==> config.mk <==
export PLATFORM = sky130hd
export DESIGN_NAME = tls_sni_extractor
export DESIGN_NICKNAME = d
export VERILOG_FILES = /design/src/rtl/tse_pkg.sv /design/src/rtl/tse_parser.sv /design/src/rtl/tse_out_queue.sv /design/src/rtl/tls_sni_extractor.sv
export VERILOG_INCLUDE_DIRS = /design/src /design/src/rtl
export SDC_FILE = /design/constraint.sdc
export NUM_CORES = 2
export LEC_CHECK = 0
export BUFFER_PORTS_ARGS = -buffer_cell sky130_fd_sc_hd__buf_2
export CAP_MARGIN = 15
export CORE_ASPECT_RATIO = 1.25
export CORE_MARGIN = 1
export CORE_UTILIZATION = 40
export DETAILED_ROUTE_END_ITERATION = 12
export PLACE_DENSITY_LB_ADDON = 0.15
export SLEW_MARGIN = 5
export SYNTH_ARGS = -nofsm -noshare
export SYNTH_HDL_FRONTEND = slang
export SYNTH_HIERARCHICAL = 1
export SYNTH_SLANG_ARGS = --single-unit
==> constraint.sdc <==
create_clock -name i_clk -period 13.61 [get_ports i_clk]
set_clock_uncertainty 0.1 [all_clocks]
set_input_delay 0 -clock i_clk [delete_from_list [all_inputs] [get_ports i_clk]]
set_output_delay 0 -clock i_clk [all_outputs]
set_load 0.02 [all_outputs]
==> src/rtl/tls_sni_extractor_macros.svh <==
// assertion macros for the tls sni extractor
// used by the top level only, no other dependencies
`ifndef TLS_SNI_EXTRACTOR_MACROS_SVH
`define TLS_SNI_EXTRACTOR_MACROS_SVH

// implication check, disabled during reset
`define TSE_ASSERT_IMP(lbl, clk, rst_n, ante, cons, msg) \
    lbl: assert property (@(posedge clk) disable iff (!rst_n) (ante) |-> (cons)) \
        else $error(msg);

// next-cycle implication check, disabled during reset
`define TSE_ASSERT_NXT(lbl, clk, rst_n, ante, cons, msg) \
    lbl: assert property (@(posedge clk) disable iff (!rst_n) (ante) |=> (cons)) \
        else $error(msg);

`endif

==> src/rtl/tse_pkg.sv <==
// shared types and constants for the tls sni extractor
// no dependencies
package tse_pkg;

    localparam int unsigned MaxRecordReset = 16'h4000;
    localparam int unsigned CsCapacity     = ((16'hFFFF - 1) / 2) * 2;

    localparam logic [1:0] KIND_NAME_BYTE  = 2'd0;
    localparam logic [1:0] KIND_EMPTY_NAME = 2'd1;
    localparam logic [1:0] KIND_DONE       = 2'd2;

    typedef struct packed {
        logic [7:0]  data_byte;
        logic        payload_first;
        logic [15:0] payload_len;
    } t_in_item;

    typedef struct packed {
        logic [1:0]  kind;
        logic [7:0]  name_byte;
        logic        name_first;
        logic        name_last;
        logic [15:0] consumed;
        logic        run_last;
    } t_out_item;

    typedef enum logic [19:0] {
        PH_IDLE         = 20'd1 << 0,
        PH_DRAIN        = 20'd1 << 1,
        PH_REC_HDR      = 20'd1 << 2,
        PH_SKIP_REC     = 20'd1 << 3,
        PH_ALERT        = 20'd1 << 4,
        PH_HS_HDR       = 20'd1 << 5,
        PH_HS_SKIP      = 20'd1 << 6,
        PH_CH_INTRO     = 20'd1 << 7,
        PH_CH_SID_LEN   = 20'd1 << 8,
        PH_CH_SID       = 20'd1 << 9,
        PH_CH_CS_LEN    = 20'd1 << 10,
        PH_CH_CS        = 20'd1 << 11,
        PH_CH_COMP_LEN  = 20'd1 << 12,
        PH_CH_COMP      = 20'd1 << 13,
        PH_CH_EXT_LEN   = 20'd1 << 14,
        PH_EXT_HDR      = 20'd1 << 15,
        PH_EXT_SKIP     = 20'd1 << 16,
        PH_SNI_LIST_LEN = 20'd1 << 17,
        PH_SNI_HDR      = 20'd1 << 18,
        PH_SNI_NAME     = 20'd1 << 19
    } t_phase;

    // parser to result queue: up to two results per beat
    typedef struct packed {
        logic      valid0;
        logic      valid1;
        t_out_item res0;
        t_out_item res1;
    } t_res_pair;

endpackage

==> src/rtl/tse_parser.sv <==
// front part: walks tls records one payload byte per cycle while i_valid is high
// depends on tse_pkg
module tse_parser #(
    parameter int PAYLOAD_LEN_BITS = 16,
    parameter int MAX_SESSION_ID   = 32
) (
    input  logic                 i_clk,
    input  logic                 i_rst_n,
    input  logic                 i_cfg_we,
    input  logic [15:0]          i_cfg_wdata,
    input  logic                 i_valid,
    input  tse_pkg::t_in_item    i_item,
    output tse_pkg::t_res_pair   o_res
);

    localparam int LB = PAYLOAD_LEN_BITS;

    tse_pkg::t_phase r_phase, n_phase;
    logic [LB-1:0]   r_pl_left, n_pl_left, r_pl_total, n_pl_total;
    logic [LB-1:0]   r_ckpt, n_ckpt;
    logic [15:0]     r_fcount, n_fcount;
    logic [23:0]     r_facc, n_facc;
    logic [15:0]     r_rec_left, n_rec_left;
    logic [7:0]      r_rtype, n_rtype;
    logic [23:0]     r_msg_left, n_msg_left;
    logic [15:0]     r_ext_left, n_ext_left;
    logic [15:0]     r_nl_left, n_nl_left;
    logic            r_failed, n_failed;
    logic [15:0]     r_max_rec;

    always_ff @(posedge i_clk) begin
        if (!i_rst_n) begin
            r_max_rec <= 16'(tse_pkg::MaxRecordReset);
        end else if (i_cfg_we) begin
            r_max_rec <= i_cfg_wdata;
        end
    end

    function automatic logic hs_skip_type(input logic [7:0] t);
        return (t == 8'd0) || (t == 8'd2) || (t >= 8'd11 && t <= 8'd16) || (t == 8'd20);
    endfunction

    function automatic tse_pkg::t_out_item mk(input logic [1:0] k, input logic [7:0] b,
                                              input logic f, input logic l,
                                              input logic [15:0] c);
        tse_pkg::t_out_item o;
        o.kind = k; o.name_byte = b; o.name_first = f; o.name_last = l;
        o.consumed = c; o.run_last = 1'b0;
        return o;
    endfunction

    always_comb begin
        logic [7:0]  b;
        logic        go;
        logic        r0v, r1v;
        tse_pkg::t_out_item r0, r1;
        logic [23:0] acc_sh;
        logic [15:0] cnt_inc;
        logic [15:0] v16;
        logic [23:0] fdec;
        // flattened next-step chain requests
        logic        do_record_done, do_hs_next, do_ext_next, do_sni_next;
        logic        do_after_sid, do_after_cs, do_after_comp;
        logic        do_stop;
        logic [LB-1:0] pl_after;
        b = i_item.data_byte;
        n_phase = r_phase; n_pl_left = r_pl_left; n_pl_total = r_pl_total;
        n_ckpt = r_ckpt; n_fcount = r_fcount; n_facc = r_facc;
        n_rec_left = r_rec_left; n_rtype = r_rtype; n_msg_left = r_msg_left;
        n_ext_left = r_ext_left; n_nl_left = r_nl_left; n_failed = r_failed;
        r0v = 1'b0; r1v = 1'b0;
        r0 = '0; r1 = '0;
        go = 1'b0;
        do_record_done = 1'b0; do_hs_next = 1'b0; do_ext_next = 1'b0;
        do_sni_next = 1'b0; do_after_sid = 1'b0; do_after_cs = 1'b0;
        do_after_comp = 1'b0; do_stop = 1'b0;
        acc_sh = '0; cnt_inc = '0; v16 = '0; fdec = '0; pl_after = '0;

        if (i_valid) begin
            if (i_item.payload_first) begin
                n_pl_total = LB'(i_item.payload_len);
                n_pl_left  = LB'(i_item.payload_len);
                n_ckpt = '0; n_failed = 1'b0;
                n_fcount = '0; n_facc = '0; n_rec_left = '0; n_rtype = '0;
                n_msg_left = '0; n_ext_left = '0; n_nl_left = '0;
                if (n_pl_left == '0) begin
                    n_phase = tse_pkg::PH_IDLE;
                    r0v = 1'b1;
                    r0 = mk(tse_pkg::KIND_DONE, 8'd0, 1'b0, 1'b0, 16'd0);
                end else begin
                    go = 1'b1;
                    if (n_pl_left < LB'(5)) begin
                        n_failed = 1'b1; n_phase = tse_pkg::PH_DRAIN;
                    end else begin
                        n_phase = tse_pkg::PH_REC_HDR;
                    end
                end
            end else if (r_phase != tse_pkg::PH_IDLE) begin
                go = 1'b1;
            end
        end

        if (go) begin
            tse_pkg::t_phase ph;
            ph = n_phase;
            n_pl_left = n_pl_left - LB'(1);
            pl_after = n_pl_left;
            if (ph != tse_pkg::PH_DRAIN && ph != tse_pkg::PH_IDLE) begin
                if (ph != tse_pkg::PH_REC_HDR) n_rec_left = n_rec_left - 16'd1;
                if (ph inside {tse_pkg::PH_HS_SKIP, tse_pkg::PH_CH_INTRO,
                               tse_pkg::PH_CH_SID_LEN, tse_pkg::PH_CH_SID,
                               tse_pkg::PH_CH_CS_LEN, tse_pkg::PH_CH_CS,
                               tse_pkg::PH_CH_COMP_LEN, tse_pkg::PH_CH_COMP,
                               tse_pkg::PH_CH_EXT_LEN, tse_pkg::PH_EXT_HDR,
                               tse_pkg::PH_EXT_SKIP, tse_pkg::PH_SNI_LIST_LEN,
                               tse_pkg::PH_SNI_HDR, tse_pkg::PH_SNI_NAME})
                    n_msg_left = n_msg_left - 24'd1;
                if (ph inside {tse_pkg::PH_EXT_HDR, tse_pkg::PH_EXT_SKIP,
                               tse_pkg::PH_SNI_LIST_LEN, tse_pkg::PH_SNI_HDR,
                               tse_pkg::PH_SNI_NAME})
                    n_ext_left = n_ext_left - 16'd1;
                if (ph inside {tse_pkg::PH_SNI_HDR, tse_pkg::PH_SNI_NAME})
                    n_nl_left = n_nl_left - 16'd1;

                acc_sh  = {n_facc[15:0], b};
                cnt_inc = n_fcount + 16'd1;
                fdec    = n_facc - 24'd1;

                case (ph)
                    tse_pkg::PH_REC_HDR: begin
                        if (n_fcount == 16'd0) n_rtype = b;
                        n_facc = acc_sh; n_fcount = cnt_inc;
                        if (cnt_inc >= 16'd5) begin
                            v16 = acc_sh[15:0];
                            if (v16 > r_max_rec || 32'(pl_after) < 32'(v16)) begin
                                do_stop = 1'b1;
                            end else begin
                                n_rec_left = v16;
                                if (n_rtype == 8'd20 || n_rtype == 8'd23) begin
                                    if (v16 == 16'd0) do_record_done = 1'b1;
                                    else n_phase = tse_pkg::PH_SKIP_REC;
                                end else if (n_rtype == 8'd21) begin
                                    if (v16 == 16'd0) do_record_done = 1'b1;
                                    else if (v16 < 16'd2) do_stop = 1'b1;
                                    else begin
                                        n_phase = tse_pkg::PH_ALERT;
                                        n_fcount = '0; n_facc = '0;
                                    end
                                end else if (n_rtype == 8'd22) begin
                                    do_hs_next = 1'b1;
                                end else begin
                                    do_stop = 1'b1;
                                end
                            end
                        end
                    end
                    tse_pkg::PH_SKIP_REC: begin
                        if (n_rec_left == 16'd0) do_record_done = 1'b1;
                    end
                    tse_pkg::PH_ALERT: begin
                        if (n_fcount == 16'd0) begin
                            n_facc = {16'd0, b}; n_fcount = 16'd1;
                        end else if (!(n_facc == 24'd1 || n_facc == 24'd2) ||
                                     !(b == 8'd0 || b == 8'd10 || b == 8'd20)) begin
                            do_stop = 1'b1;
                        end else if (n_rec_left == 16'd0) begin
                            do_record_done = 1'b1;
                        end else if (n_rec_left < 16'd2) begin
                            do_stop = 1'b1;
                        end else begin
                            n_fcount = '0; n_facc = '0;
                        end
                    end
                    tse_pkg::PH_HS_HDR: begin
                        if (n_fcount == 16'd0) n_rtype = b;
                        n_facc = acc_sh; n_fcount = cnt_inc;
                        if (cnt_inc >= 16'd4) begin
                            if ({8'd0, n_rec_left} < acc_sh) begin
                                do_stop = 1'b1;
                            end else if (n_rtype == 8'd1) begin
                                if (acc_sh < 24'd34) do_stop = 1'b1;
                                else begin
                                    n_msg_left = acc_sh;
                                    n_phase = tse_pkg::PH_CH_INTRO;
                                    n_facc = 24'd34; n_fcount = '0;
                                end
                            end else if (hs_skip_type(n_rtype)) begin
                                n_msg_left = acc_sh;
                                if (acc_sh == 24'd0) do_hs_next = 1'b1;
                                else n_phase = tse_pkg::PH_HS_SKIP;
                            end else begin
                                do_stop = 1'b1;
                            end
                        end
                    end
                    tse_pkg::PH_HS_SKIP: begin
                        if (n_msg_left == 24'd0) do_hs_next = 1'b1;
                    end
                    tse_pkg::PH_CH_INTRO: begin
                        n_facc = fdec;
                        if (fdec == 24'd0) begin
                            if (n_msg_left < 24'd1) do_stop = 1'b1;
                            else begin
                                n_phase = tse_pkg::PH_CH_SID_LEN;
                                n_fcount = '0; n_facc = '0;
                            end
                        end
                    end
                    tse_pkg::PH_CH_SID_LEN: begin
                        if (n_msg_left < {16'd0, b} || 32'(b) > 32'(MAX_SESSION_ID))
                            do_stop = 1'b1;
                        else if (b == 8'd0) do_after_sid = 1'b1;
                        else begin
                            n_phase = tse_pkg::PH_CH_SID;
                            n_facc = {16'd0, b}; n_fcount = '0;
                        end
                    end
                    tse_pkg::PH_CH_CS_LEN: begin
                        n_facc = acc_sh; n_fcount = cnt_inc;
                        if (cnt_inc >= 16'd2) begin
                            v16 = acc_sh[15:0];
                            if (n_msg_left < {8'd0, v16} ||
                                32'(v16) > 32'(tse_pkg::CsCapacity))
                                do_stop = 1'b1;
                            else if (v16 == 16'd0) do_after_cs = 1'b1;
                            else begin
                                n_phase = tse_pkg::PH_CH_CS;
                                n_facc = {8'd0, v16}; n_fcount = '0;
                            end
                        end
                    end
                    tse_pkg::PH_CH_COMP_LEN: begin
                        if (n_msg_left < {16'd0, b}) do_stop = 1'b1;
                        else if (b == 8'd0) do_after_comp = 1'b1;
                        else begin
                            n_phase = tse_pkg::PH_CH_COMP;
                            n_facc = {16'd0, b}; n_fcount = '0;
                        end
                    end
                    tse_pkg::PH_CH_SID, tse_pkg::PH_CH_CS, tse_pkg::PH_CH_COMP,
                    tse_pkg::PH_EXT_SKIP: begin
                        n_facc = fdec;
                        if (fdec == 24'd0) begin
                            case (ph)
                                tse_pkg::PH_CH_SID:  do_after_sid = 1'b1;
                                tse_pkg::PH_CH_CS:   do_after_cs = 1'b1;
                                tse_pkg::PH_CH_COMP: do_after_comp = 1'b1;
                                default:             do_ext_next = 1'b1;
                            endcase
                        end
                    end
                    tse_pkg::PH_CH_EXT_LEN: begin
                        n_facc = acc_sh; n_fcount = cnt_inc;
                        if (cnt_inc >= 16'd2) begin
                            v16 = acc_sh[15:0];
                            if (n_msg_left < {8'd0, v16} || v16 == 16'd0) do_stop = 1'b1;
                            else begin
                                n_ext_left = v16;
                                do_ext_next = 1'b1;
                            end
                        end
                    end
                    tse_pkg::PH_EXT_HDR: begin
                        n_facc = acc_sh; n_fcount = cnt_inc;
                        v16 = acc_sh[15:0];
                        if (cnt_inc == 16'd2) begin
                            n_nl_left = v16;
                        end else if (cnt_inc >= 16'd4) begin
                            if (n_ext_left < v16) do_stop = 1'b1;
                            else if (n_nl_left == 16'd0) begin
                                if (v16 < 16'd2) do_stop = 1'b1;
                                else begin
                                    n_nl_left = v16;
                                    n_phase = tse_pkg::PH_SNI_LIST_LEN;
                                    n_fcount = '0; n_facc = '0;
                                end
                            end else if (v16 == 16'd0) do_ext_next = 1'b1;
                            else begin
                                n_phase = tse_pkg::PH_EXT_SKIP;
                                n_facc = {8'd0, v16}; n_fcount = '0;
                            end
                        end
                    end
                    tse_pkg::PH_SNI_LIST_LEN: begin
                        n_facc = acc_sh; n_fcount = cnt_inc;
                        if (cnt_inc >= 16'd2) begin
                            v16 = acc_sh[15:0];
                            if (n_nl_left < 16'd2 || v16 > n_nl_left - 16'd2) do_stop = 1'b1;
                            else begin
                                n_nl_left = v16;
                                do_sni_next = 1'b1;
                            end
                        end
                    end
                    tse_pkg::PH_SNI_HDR: begin
                        n_facc = acc_sh; n_fcount = cnt_inc;
                        if (cnt_inc >= 16'd3) begin
                            v16 = acc_sh[15:0];
                            if (n_nl_left < v16) do_stop = 1'b1;
                            else if (v16 == 16'd0) begin
                                r0v = 1'b1;
                                r0 = mk(tse_pkg::KIND_EMPTY_NAME, 8'd0, 1'b1, 1'b1, 16'd0);
                                do_sni_next = 1'b1;
                            end else begin
                                n_phase = tse_pkg::PH_SNI_NAME;
                                n_facc = {8'd0, v16}; n_fcount = '0;
                            end
                        end
                    end
                    tse_pkg::PH_SNI_NAME: begin
                        r0v = 1'b1;
                        r0 = mk(tse_pkg::KIND_NAME_BYTE, b, n_fcount == 16'd0,
                                n_facc == 24'd1, 16'd0);
                        n_facc = fdec; n_fcount = cnt_inc;
                        if (fdec == 24'd0) do_sni_next = 1'b1;
                    end
                    default: do_stop = 1'b1;
                endcase

                // resolve the chain of "what comes next" decisions
                if (do_after_sid) begin
                    if (n_msg_left < 24'd2) do_stop = 1'b1;
                    else begin
                        n_phase = tse_pkg::PH_CH_CS_LEN; n_fcount = '0; n_facc = '0;
                    end
                end
                if (do_after_cs) begin
                    if (n_msg_left < 24'd1) do_stop = 1'b1;
                    else begin
                        n_phase = tse_pkg::PH_CH_COMP_LEN; n_fcount = '0; n_facc = '0;
                    end
                end
                if (do_after_comp) begin
                    if (n_msg_left == 24'd0) do_hs_next = 1'b1;
                    else if (n_msg_left < 24'd2) do_stop = 1'b1;
                    else begin
                        n_phase = tse_pkg::PH_CH_EXT_LEN; n_fcount = '0; n_facc = '0;
                    end
                end
                if (do_sni_next) begin
                    if (n_nl_left == 16'd0) do_ext_next = 1'b1;
                    else if (n_nl_left < 16'd3) do_stop = 1'b1;
                    else begin
                        n_phase = tse_pkg::PH_SNI_HDR; n_fcount = '0; n_facc = '0;
                    end
                end
                if (do_ext_next) begin
                    if (n_ext_left == 16'd0) do_hs_next = 1'b1;
                    else if (n_ext_left < 16'd4) do_stop = 1'b1;
                    else begin
                        n_phase = tse_pkg::PH_EXT_HDR; n_fcount = '0; n_facc = '0;
                    end
                end
                if (do_hs_next) begin
                    if (n_rec_left == 16'd0) do_record_done = 1'b1;
                    else if (n_rec_left < 16'd4) do_stop = 1'b1;
                    else begin
                        n_phase = tse_pkg::PH_HS_HDR; n_fcount = '0; n_facc = '0;
                    end
                end
                if (do_record_done) begin
                    n_ckpt = n_pl_total - n_pl_left;
                    if (n_pl_left == '0) n_phase = tse_pkg::PH_DRAIN;
                    else if (n_pl_left < LB'(5)) do_stop = 1'b1;
                    else begin
                        n_phase = tse_pkg::PH_REC_HDR; n_fcount = '0; n_facc = '0;
                    end
                end
                if (do_stop) begin
                    n_failed = 1'b1; n_phase = tse_pkg::PH_DRAIN;
                end
            end

            if (n_pl_left == '0) begin
                if (r0v) begin
                    r1v = 1'b1;
                    r1 = mk(tse_pkg::KIND_DONE, 8'd0, 1'b0, 1'b0, 16'(n_ckpt));
                end else begin
                    r0v = 1'b1;
                    r0 = mk(tse_pkg::KIND_DONE, 8'd0, 1'b0, 1'b0, 16'(n_ckpt));
                end
                n_phase = tse_pkg::PH_IDLE;
            end
        end

        if (r1v) r1.run_last = 1'b1;
        else if (r0v) r0.run_last = 1'b1;
        o_res.valid0 = r0v;
        o_res.valid1 = r1v;
        o_res.res0 = r0;
        o_res.res1 = r1;
    end

    always_ff @(posedge i_clk) begin
        if (!i_rst_n) begin
            r_phase <= tse_pkg::PH_IDLE;
            r_pl_left <= '0; r_pl_total <= '0; r_ckpt <= '0;
            r_fcount <= '0; r_facc <= '0; r_rec_left <= '0; r_rtype <= '0;
            r_msg_left <= '0; r_ext_left <= '0; r_nl_left <= '0; r_failed <= 1'b0;
        end else begin
            r_phase <= n_phase;
            r_pl_left <= n_pl_left; r_pl_total <= n_pl_total; r_ckpt <= n_ckpt;
            r_fcount <= n_fcount; r_facc <= n_facc; r_rec_left <= n_rec_left;
            r_rtype <= n_rtype; r_msg_left <= n_msg_left; r_ext_left <= n_ext_left;
            r_nl_left <= n_nl_left; r_failed <= n_failed;
        end
    end

endmodule

==> src/rtl/tse_out_queue.sv <==
// back part: result queue taking up to two results per beat
// depends on tse_pkg
module tse_out_queue #(
    parameter int DEPTH_BITS = 2
) (
    input  logic                 i_clk,
    input  logic                 i_rst_n,
    input  tse_pkg::t_res_pair   i_res,
    output logic                 o_room,
    output logic                 o_empty,
    output tse_pkg::t_out_item   o_item,
    input  logic                 i_pop,
    output logic [DEPTH_BITS:0]  o_count
);

    localparam int Depth = 1 << DEPTH_BITS;

    tse_pkg::t_out_item r_mem [Depth];
    logic [DEPTH_BITS-1:0] r_wp, r_rp, n_wp, n_rp;
    logic [DEPTH_BITS:0]   r_cnt, n_cnt;
    logic                  do_pop;
    logic [1:0]            n_push;

    assign do_pop  = i_pop && (r_cnt != '0);
    assign n_push  = {1'b0, i_res.valid0} + {1'b0, i_res.valid1};
    // at least two free entries: room for the results of one more beat
    assign o_room  = r_cnt <= (DEPTH_BITS+1)'(Depth - 2);
    assign o_empty = (r_cnt == '0);
    assign o_item  = r_mem[r_rp];
    assign o_count = r_cnt;

    always_comb begin
        n_rp  = r_rp + DEPTH_BITS'(do_pop);
        n_wp  = r_wp + DEPTH_BITS'(n_push);
        n_cnt = r_cnt + (DEPTH_BITS+1)'(n_push) - (DEPTH_BITS+1)'(do_pop);
    end

    always_ff @(posedge i_clk) begin
        if (i_res.valid0) r_mem[r_wp] <= i_res.res0;
        if (i_res.valid1) r_mem[r_wp + DEPTH_BITS'(1)] <= i_res.res1;
    end

    always_ff @(posedge i_clk) begin
        if (!i_rst_n) begin
            r_wp <= '0; r_rp <= '0; r_cnt <= '0;
        end else begin
            r_wp <= n_wp; r_rp <= n_rp; r_cnt <= n_cnt;
        end
    end

endmodule

==> src/rtl/tls_sni_extractor.sv <==
// Usage: a tls client hello server name extractor.
// Input channel: push / full, one payload byte per beat in i_in; the first beat of a
// payload has payload_first set and carries the payload length.
// Result channel: empty / pop, results in o_out: host name bytes with first and last
// marks, empty host name marks, and one done result per payload with the byte count of
// fully parsed records. run_last marks the last result caused by one input beat.
// Configuration: i_cfg_we / i_cfg_wdata write the largest accepted record length.
// A result is written into the output queue by the beat that caused it.
// Throughput: one byte per cycle while full is low; the parser takes one byte each cycle with its full
// phase and counter update, and results go through a four-entry queue.
// A stalled receiver fills the queue; full rises once fewer than two entries are free.
// Reset clears the parser to idle, empties the queue and restores the record limit
// to 16384.
// Depends on tse_pkg, tse_parser, tse_out_queue and the macros header.
`include "tls_sni_extractor_macros.svh"
module tls_sni_extractor #(
    parameter int PAYLOAD_LEN_BITS = 16,
    parameter int MAX_SESSION_ID   = 32
) (
    input  logic               i_clk,
    input  logic               i_rst_n,
    input  logic               i_cfg_we,
    input  logic [15:0]        i_cfg_wdata,
    input  logic               push,
    output logic               full,
    input  tse_pkg::t_in_item  i_in,
    output logic               empty,
    input  logic               pop,
    output tse_pkg::t_out_item o_out
);

    tse_pkg::t_res_pair res;
    logic               room;
    logic [2:0]         q_count;

    assign full = !room;

    tse_parser #(
        .PAYLOAD_LEN_BITS(PAYLOAD_LEN_BITS),
        .MAX_SESSION_ID  (MAX_SESSION_ID)
    ) u_parser (
        .i_clk      (i_clk),
        .i_rst_n    (i_rst_n),
        .i_cfg_we   (i_cfg_we),
        .i_cfg_wdata(i_cfg_wdata),
        .i_valid    (push && room),
        .i_item     (i_in),
        .o_res      (res)
    );

    tse_out_queue #(.DEPTH_BITS(2)) u_queue (
        .i_clk  (i_clk),
        .i_rst_n(i_rst_n),
        .i_res  (res),
        .o_room (room),
        .o_empty(empty),
        .o_item (o_out),
        .i_pop  (pop),
        .o_count(q_count)
    );

    `TSE_ASSERT_IMP(a_second_needs_first, i_clk, i_rst_n, res.valid1, res.valid0,
        "second result without first")
    `TSE_ASSERT_IMP(a_no_overflow, i_clk, i_rst_n, res.valid0, q_count <= 3'd3,
        "result queue overflow")
    `TSE_ASSERT_IMP(a_idle_no_result, i_clk, i_rst_n, !(push && !full),
        !res.valid0, "result without accepted beat")
    `TSE_ASSERT_NXT(a_last_pop_empties, i_clk, i_rst_n,
        pop && !empty && !res.valid0 && q_count == 3'd1, empty,
        "queue not empty after last pop")

endmodule

==> Yosys cells after proc, flatten, opt, wreduce, memory -nomap -nowiden <==
Memory sizes are Yosys's and may differ from the RTL's. A register that Yosys moved wholly into a read port is not among the register bits.
Cells that the tools add are included.
{ "word_totals": {"register_bits": 211, "ram_bits": 116, "in_bits": 46, "elab_cells": 554, "n_memories": 1} }
{ "mem_list": {"columns": ["memory", "depth", "width", "read_ports", "rd_ports_with_merged_regs", "wr", "line", "rtl"], "rows": [
  ["u_queue.r_mem", 4, 29, 1, 1, 2, "tse_out_queue.sv:18", "tse_pkg::t_out_item r_mem [Depth];"]
]} }
{ "op_classes": {"addsub": 15, "order_cmp": 29, "eq_ne": 34, "muxes": 414, "n_reduce_logical": 46} }
{ "ops": {"columns": ["op", "count"], "rows": [
  ["$mux 16", 103],
  ["$mux 24", 68],
  ["$mux 20", 58],
  ["$mux 29", 13],
  ["$pmux 24 s11", 1],
  ["$pmux 16 s10", 1],
  ["$pmux 20 s8", 1],
  ["$logic_not 16->1", 9],
  ["$mux 1", 144],
  ["$logic_not 24->1", 4],
  ["$mux 8", 11],
  ["$lt 16x2->1 const B", 4],
  ["$lt 16x3->1 const B", 4],
  ["$sub 16x1->16 const B", 4],
  ["$pmux 29 s2", 1],
  ["$eq 8x5->1 const B", 6],
  ["$lt 16x16->1", 3],
  ["$lt 24x1->1 const B", 2],
  ["$sub 24x1->24 const B", 2],
  ["$ne 20x1->1 const B", 2],
  ["$ge 16x2->1 const B", 2],
  ["$ge 16x3->1 const B", 2],
  ["$gt 16x16->1", 2],
  ["$pmux 16 s2", 1],
  ["other kinds (65)", 90]
]} }

==> Logic depth before layout (Yosys ltp) <==
{ "logic_depth": {"depth_word": 48, "depth_mapped": 44, "ltp_nobuf": 32} }

==> Cells and area by module <==
The synthesis kept the hierarchy.
{ "modules_own_cells": {"columns": ["module", "n_inst", "cells_each", "area_per_inst_um2", "seq_area_each_um2"], "rows": [
  ["tse_parser", 1, 3077, 21872.2, 4083.9],
  ["tse_out_queue", 1, 322, 6035.8, 3623.5],
  ["tls_sni_extractor", 1, 2, 10.0, 0.0]
]} }

==> Worst setup path before layout <==
No wires, ideal clock.
{ "synth_path": {"kind": "reg2reg", "from": "register u_queue.r_cnt[0], in the netlist u_queue/o_count[0]", "to": "memory u_queue/r_mem[2][0] in the netlist's numbering (enable)", "arrival_ns": 8.636, "required_ns": 12.888, "slack_ns": 4.252, "path_stages_with_launch": 38, "cell_sequence": "dfxtp_1 -> a21oi_1 -> and2_1 -> buf_2 -> nand2_1 -> buf_2 -> buf_2 -> buf_2 -> buf_2 -> buf_2 -> buf_2 -> clkbuf_1 -> clkbuf_1 -> clkbuf_1 -> clkbuf_1 -> buf_1 -> clkbuf_1 -> buf_1 -> (+2 left out) -> ha_1 -> clkbuf_1 -> nand3_1 -> mux2i_1 -> a2111o_1 -> a211oi_1 -> o211ai_1 -> o21ai_0 -> nor3_1 -> nor3_1 -> nand2b_1 -> clkbuf_1 -> clkbuf_1 -> inv_1 -> buf_4 -> nand3b_1 -> buf_2 -> o21ai_0"} }
{ "synth_lines": {"columns": ["element", "line", "rtl"], "rows": [
  ["from (decl)", "tse_out_queue.sv:20", "logic [DEPTH_BITS:0] r_cnt, n_cnt;"],
  ["from (signal assigned)", "tse_out_queue.sv:47", "r_wp <= n_wp; r_rp <= n_rp; r_cnt <= n_cnt;"],
  ["to (decl)", "tse_out_queue.sv:18", null]
]} }

==> Worst setup path in the final report <==
{ "layout_path": {"from": "register u_queue.r_cnt[0], in the netlist u_queue/o_count[0]", "to": "register u_parser.r_ckpt[14]"} }
{ "layout_between": {"elab_chain_len": 32, "elab_cells_between_ends": 208} }
{ "layout_lines": {"columns": ["element", "line", "rtl"], "rows": [
  ["$le 3x2->1 (*)", "tse_out_queue.sv:27", "assign o_room = r_cnt <= (DEPTH_BITS+1)'(Depth - 2);"],
  ["named net room", "tls_sni_extractor.sv:33", "logic room;"],
  ["$logic_and 1x1->1 (*)", "tls_sni_extractor.sv:46", ".i_valid (push && room),"],
  ["parallel branches: the longest is 29 deep, another holds $sub 16x1->16", null, null],
  ["$mux 16 (*)", "tse_parser.sv:103", "if (go) begin"],
  ["to (signal assigned)", "tse_parser.sv:402", "r_pl_left <= n_pl_left; r_pl_total <= n_pl_total; r_ckpt <= n_ckpt;"],
  ["to (decl)", "tse_parser.sv:20", "logic [LB-1:0] r_ckpt, n_ckpt;"]
]} }
Mark *: on every way through the listed nets, which the timed path passes. The select of a mux whose other input is x is not followed.
A chain may end at the register's enable or synchronous reset.

==> impl_metrics.csv <==
group,metric,value,unit
sta,final.setup.tns,0,ns
sta,max_freq,99.2,MHz
global_route,antenna_found_initial,5,
global_route,grt_pass1_vias,27435,
synthesis,synthArstFlopShare,0,
clock_tree,clock_sinks,327,
clock_tree,root_buffer,"clkbuf_16",
synthesis,syn_area_per_cell,8.21,um^2
routing,viasPerCell,6.43,
global_route,overflow,0,
worst_setup_path,cp-start-kind,"flop",
global_route,grt_max_degree,77,
worst_setup_path,cp_max_fo,53,
worst_setup_path,critical_path_required,14.01,ns
sta,rsz0062_at_grt,"no",
hold_path,hold_path_class,"in -> reg",
worst_setup_path,critPathMaxStageDelay,0.75,ns
global_route,grt_pass1_wl,174,mm
sta,min_period,10.09,ns
synthesis,syn_inst,3401,
worst_setup_path,crit_arrival,10.49,ns
synthesis,synth_enable_flop_cells,116,
sta,setup_viol,0,
synthesis,synth.top_cell.area_share,0.151,
clock_tree,cts_resized,0,
die,fp.dieArea,0.0709,mm^2
placed_design,dpl.hpwl,85.9,mm
worst_setup_path,crit_path_top_delay_cell,"nand4_1",
clock_tree,htreeDepth,2,
sta,hold_violations,0,
synthesis,dominantRegCellSynth,"dfxtp_1",
placed_design,gp_congestion,1.04,
routing,totalWireLength,118,mm
die,io_pins,77,
sta,tightest_slew,1.16,ns
placed_design,port_buffers,76,
sta,worst_slack,3.52,ns
die,die_x,238,um
routing,drtIter0Drc,2591,
worst_setup_path,cp-end-kind,"flop",
clock_tree,clock_path_buffers,3,
synthesis,yosysTopAreaCell,"dfxtp_1",
finish,final_core_util,0.455,
power,leakage,12.1,nW
clock_tree,clkSlewWorstSetupHoldPaths,0.07,ns
worst_setup_path,crit_type,"reg -> reg",
finish,drive_gt1_frac,0.138,
finish,num-nets-final,3645,
routing,wl_per_cell,26.7,um
die,core-area,0.0685,mm^2
die,initial_utilization,0.407,
synthesis,ys_warn_count,6,
sta,fin_hold_ws,0.0633,ns
die,die_h,297,um
finish,area_delta_synth_final,11.8,%
synthesis,yosys_register_bits,327,
global_route,grt_use_total,0.322,
power,p_per_area,144,mW/mm^2
synthesis,synth-seq-area-share,0.276,
flow_run,drv_cap,0,
routing,drt_pre_antenna_iters,6,
routing,drc,0,
clock_tree,numCtsBuffers,40,
clock_tree,post_cts_buffers,0,
synthesis,yosys-top-cells-area,"dfxtp_1 15%, edfxtp_1 12%, ha_1 6.5%",
sta,fin_crit_sh,0.741,
run_status,status,"finished, final reports clean",
routing,vias,28329,
synthesis,yosysUniqueCellTypes,119,
die,rows,107,
sta,finalMaxSlewViolations,0,
clock_tree,insertion_delay,0.59,ns
routing,ant_nets,0,
sta,relSlewSlack,0.218,
placed_design,place_ws,3.78,ns
clock_tree,cts_tree,"built",
synthesis,syn_area,0.0279,mm^2
power,vdd_drop_max,0.000108,V
where the power goes:
part / switching, W / total (W) / leakage (nW) / internal (W)
registers: 0.0000717 / 0.00114 / 2.92 / 0.00107
logic: 0.00141 / 0.00219 / 8.52 / 0.000780
clock network: 0.000468 / 0.00118 / 0.681 / 0.000708
path summary, 6_finish.rpt:
check                                          endpoint  cells after the start  slack (ns)                     from
worst min register to register  u_parser/r_pl_total[15]                      2        0.37  u_parser/r_pl_total[15]
worst min-delay path                u_parser/r_phase[8]                      6        0.06                     push
worst max register to register      u_parser/r_ckpt[14]                     29        3.52       u_queue/o_count[0]
worst max-delay path                u_parser/r_ckpt[14]                     29        3.52       u_queue/o_count[0]
cell usage after synthesis, types with 14 or more instances:
| cell | number |
|---|---|
| mux2i_1 | 60 |
| a21oi_1 | 209 |
| nand3_1 | 123 |
| ha_1 | 145 |
| inv_1 | 121 |
| or4_1 | 26 |
| a22oi_1 | 25 |
| nand2b_1 | 33 |
| o2bb2ai_1 | 17 |
| edfxtp_1 | 116 |
| and3_1 | 36 |
| and2_1 | 64 |
| o21ai_0 | 112 |
| clkbuf_1 | 135 |
| mux2_2 | 115 |
| a21boi_0 | 16 |
| o21a_1 | 19 |
| nand2_1 | 313 |
| dfxtp_1 | 211 |
| nand4_1 | 49 |
| nor4b_1 | 18 |
| mux4_2 | 29 |
| nor2_1 | 353 |
| a311oi_1 | 14 |
| nor3_1 | 119 |
| o31ai_1 | 23 |
| a211oi_1 | 78 |
| xor2_1 | 42 |
| nor2b_1 | 24 |
| and4_1 | 17 |
| nand3b_1 | 14 |
| xnor2_1 | 58 |
| o211ai_1 | 38 |
| or3_1 | 35 |
| or2_2 | 25 |
| a21o_1 | 44 |
| nor4_1 | 62 |
| buf_4 | 16 |
| o22ai_1 | 23 |
| a31oi_1 | 59 |
| o2111ai_1 | 14 |
| buf_2 | 49 |
layout make-up:
| cell class | count | area, um^2 |
|---|---|---|
| Fill cell | 6850 | 37300 |
| Multi-Input combinational cell | 2736 | 18900 |
| Sequential cell | 327 | 7710 |
| Timing Repair Buffer | 219 | 1600 |
| Tap cell | 926 | 1160 |
| Clock buffer | 53 | 1110 |
| Inverter | 128 | 483 |
| Clock inverter | 19 | 283 |
| Antenna cell | 1 | 2.50 |
cell families (layout without fill, tap and decap cells):
group                      after synthesis  after routing  synth area share
and+or+nand+nor                       1383           1383             0.256
AOI/OAI and AO/OA                      877            877             0.218
buffers and inverters                  348            419            0.0528
DFF                                    327            327             0.276
muxes                                  216            216            0.0976
adders and majority gates              147            147            0.0664
xor gates and xnor gates               102            102            0.0330
other                                    1             12          0.000134
routing by layer:
metal  routed length, um  share of wire  global-route usage
met1               45400           0.39               0.382
met2               56400           0.48               0.552
met3                8510          0.072              0.0497
met4                7350          0.062               0.178
met5                  38        0.00032                   0
metrics by stage:
step / std cells / power (W) / instance area [um^2]
detailed placement: 4276 / 0.00327 / 29200
global placement: 4276 / 0.00325 / 29200
floorplan: 3411 / 0.00265 / 28000
CTS: 4408 / 0.00448 / 31200
global route: 4408 / 0.00476 / 31200
finish: 4409 / 0.00450 / 31200
cell usage in the layout (no fill, tap or decap), types with 36 or more instances in the layout:
| cell | n |
|---|---|
| nor2_1 | 351 |
| mux2i_1 | 60 |
| nand2_1 | 311 |
| o21ai_0 | 110 |
| nand3_1 | 123 |
| dlygate4sd3_1 | 60 |
| a21oi_1 | 208 |
| mux2_2 | 115 |
| clkbuf_16 | 41 |
| a21o_1 | 44 |
| a211oi_1 | 77 |
| nor4_1 | 61 |
| inv_1 | 120 |
| a31oi_1 | 58 |
| and2_1 | 62 |
| ha_1 | 145 |
| xnor2_1 | 58 |
| o211ai_1 | 38 |
| xor2_1 | 42 |
| buf_2 | 76 |
| buf_4 | 83 |
| nor3_1 | 119 |
| dfxtp_1 | 210 |
| edfxtp_1 | 116 |
| and3_1 | 36 |
| nand4_1 | 49 |
repair_timing:
| item | in CTS | in global routing |
|---|---|---|
| hold buffers | 60 | 0 |
| endpoints found under the setup margin | 0 | 0 |
| endpoints found under the hold margin | 95 | 0 |
critical path: cells and delay by family, from the launching register on:
kind | cells | cell delay, ns
flip-flops | 1 | 0.36
AND/OR/NAND/NOR | 11 | 4.41
multiplexers | 2 | 0.86
XOR/XNOR | 1 | 0.08
AO/OA/AOI/OAI | 11 | 2.78
buffers and inverters | 3 | 1.00
adder cells (fa/ha/maj) | 1 | 0.32
registers in the layout, indices dropped and copies added, names as in the netlist:
| signal | flops |
|---|---|
| u_queue/r_mem | 116 |
| u_parser/r_rtype | 8 |
| u_parser/r_max_rec | 16 |
| u_parser/r_facc | 24 |
| u_queue/r_wp | 2 |
| u_queue/o_count | 3 |
| u_parser/r_rec_left | 16 |
| u_parser/r_pl_total | 16 |
| u_parser/r_msg_left | 24 |
| u_queue/r_rp | 2 |
| u_parser/r_ckpt | 16 |
| u_parser/r_phase | 20 |
| u_parser/r_ext_left | 16 |
| u_parser/r_pl_left | 16 |
| u_parser/r_fcount | 16 |
| u_parser/r_nl_left | 16 |
(Power assumes the default switching activity.)
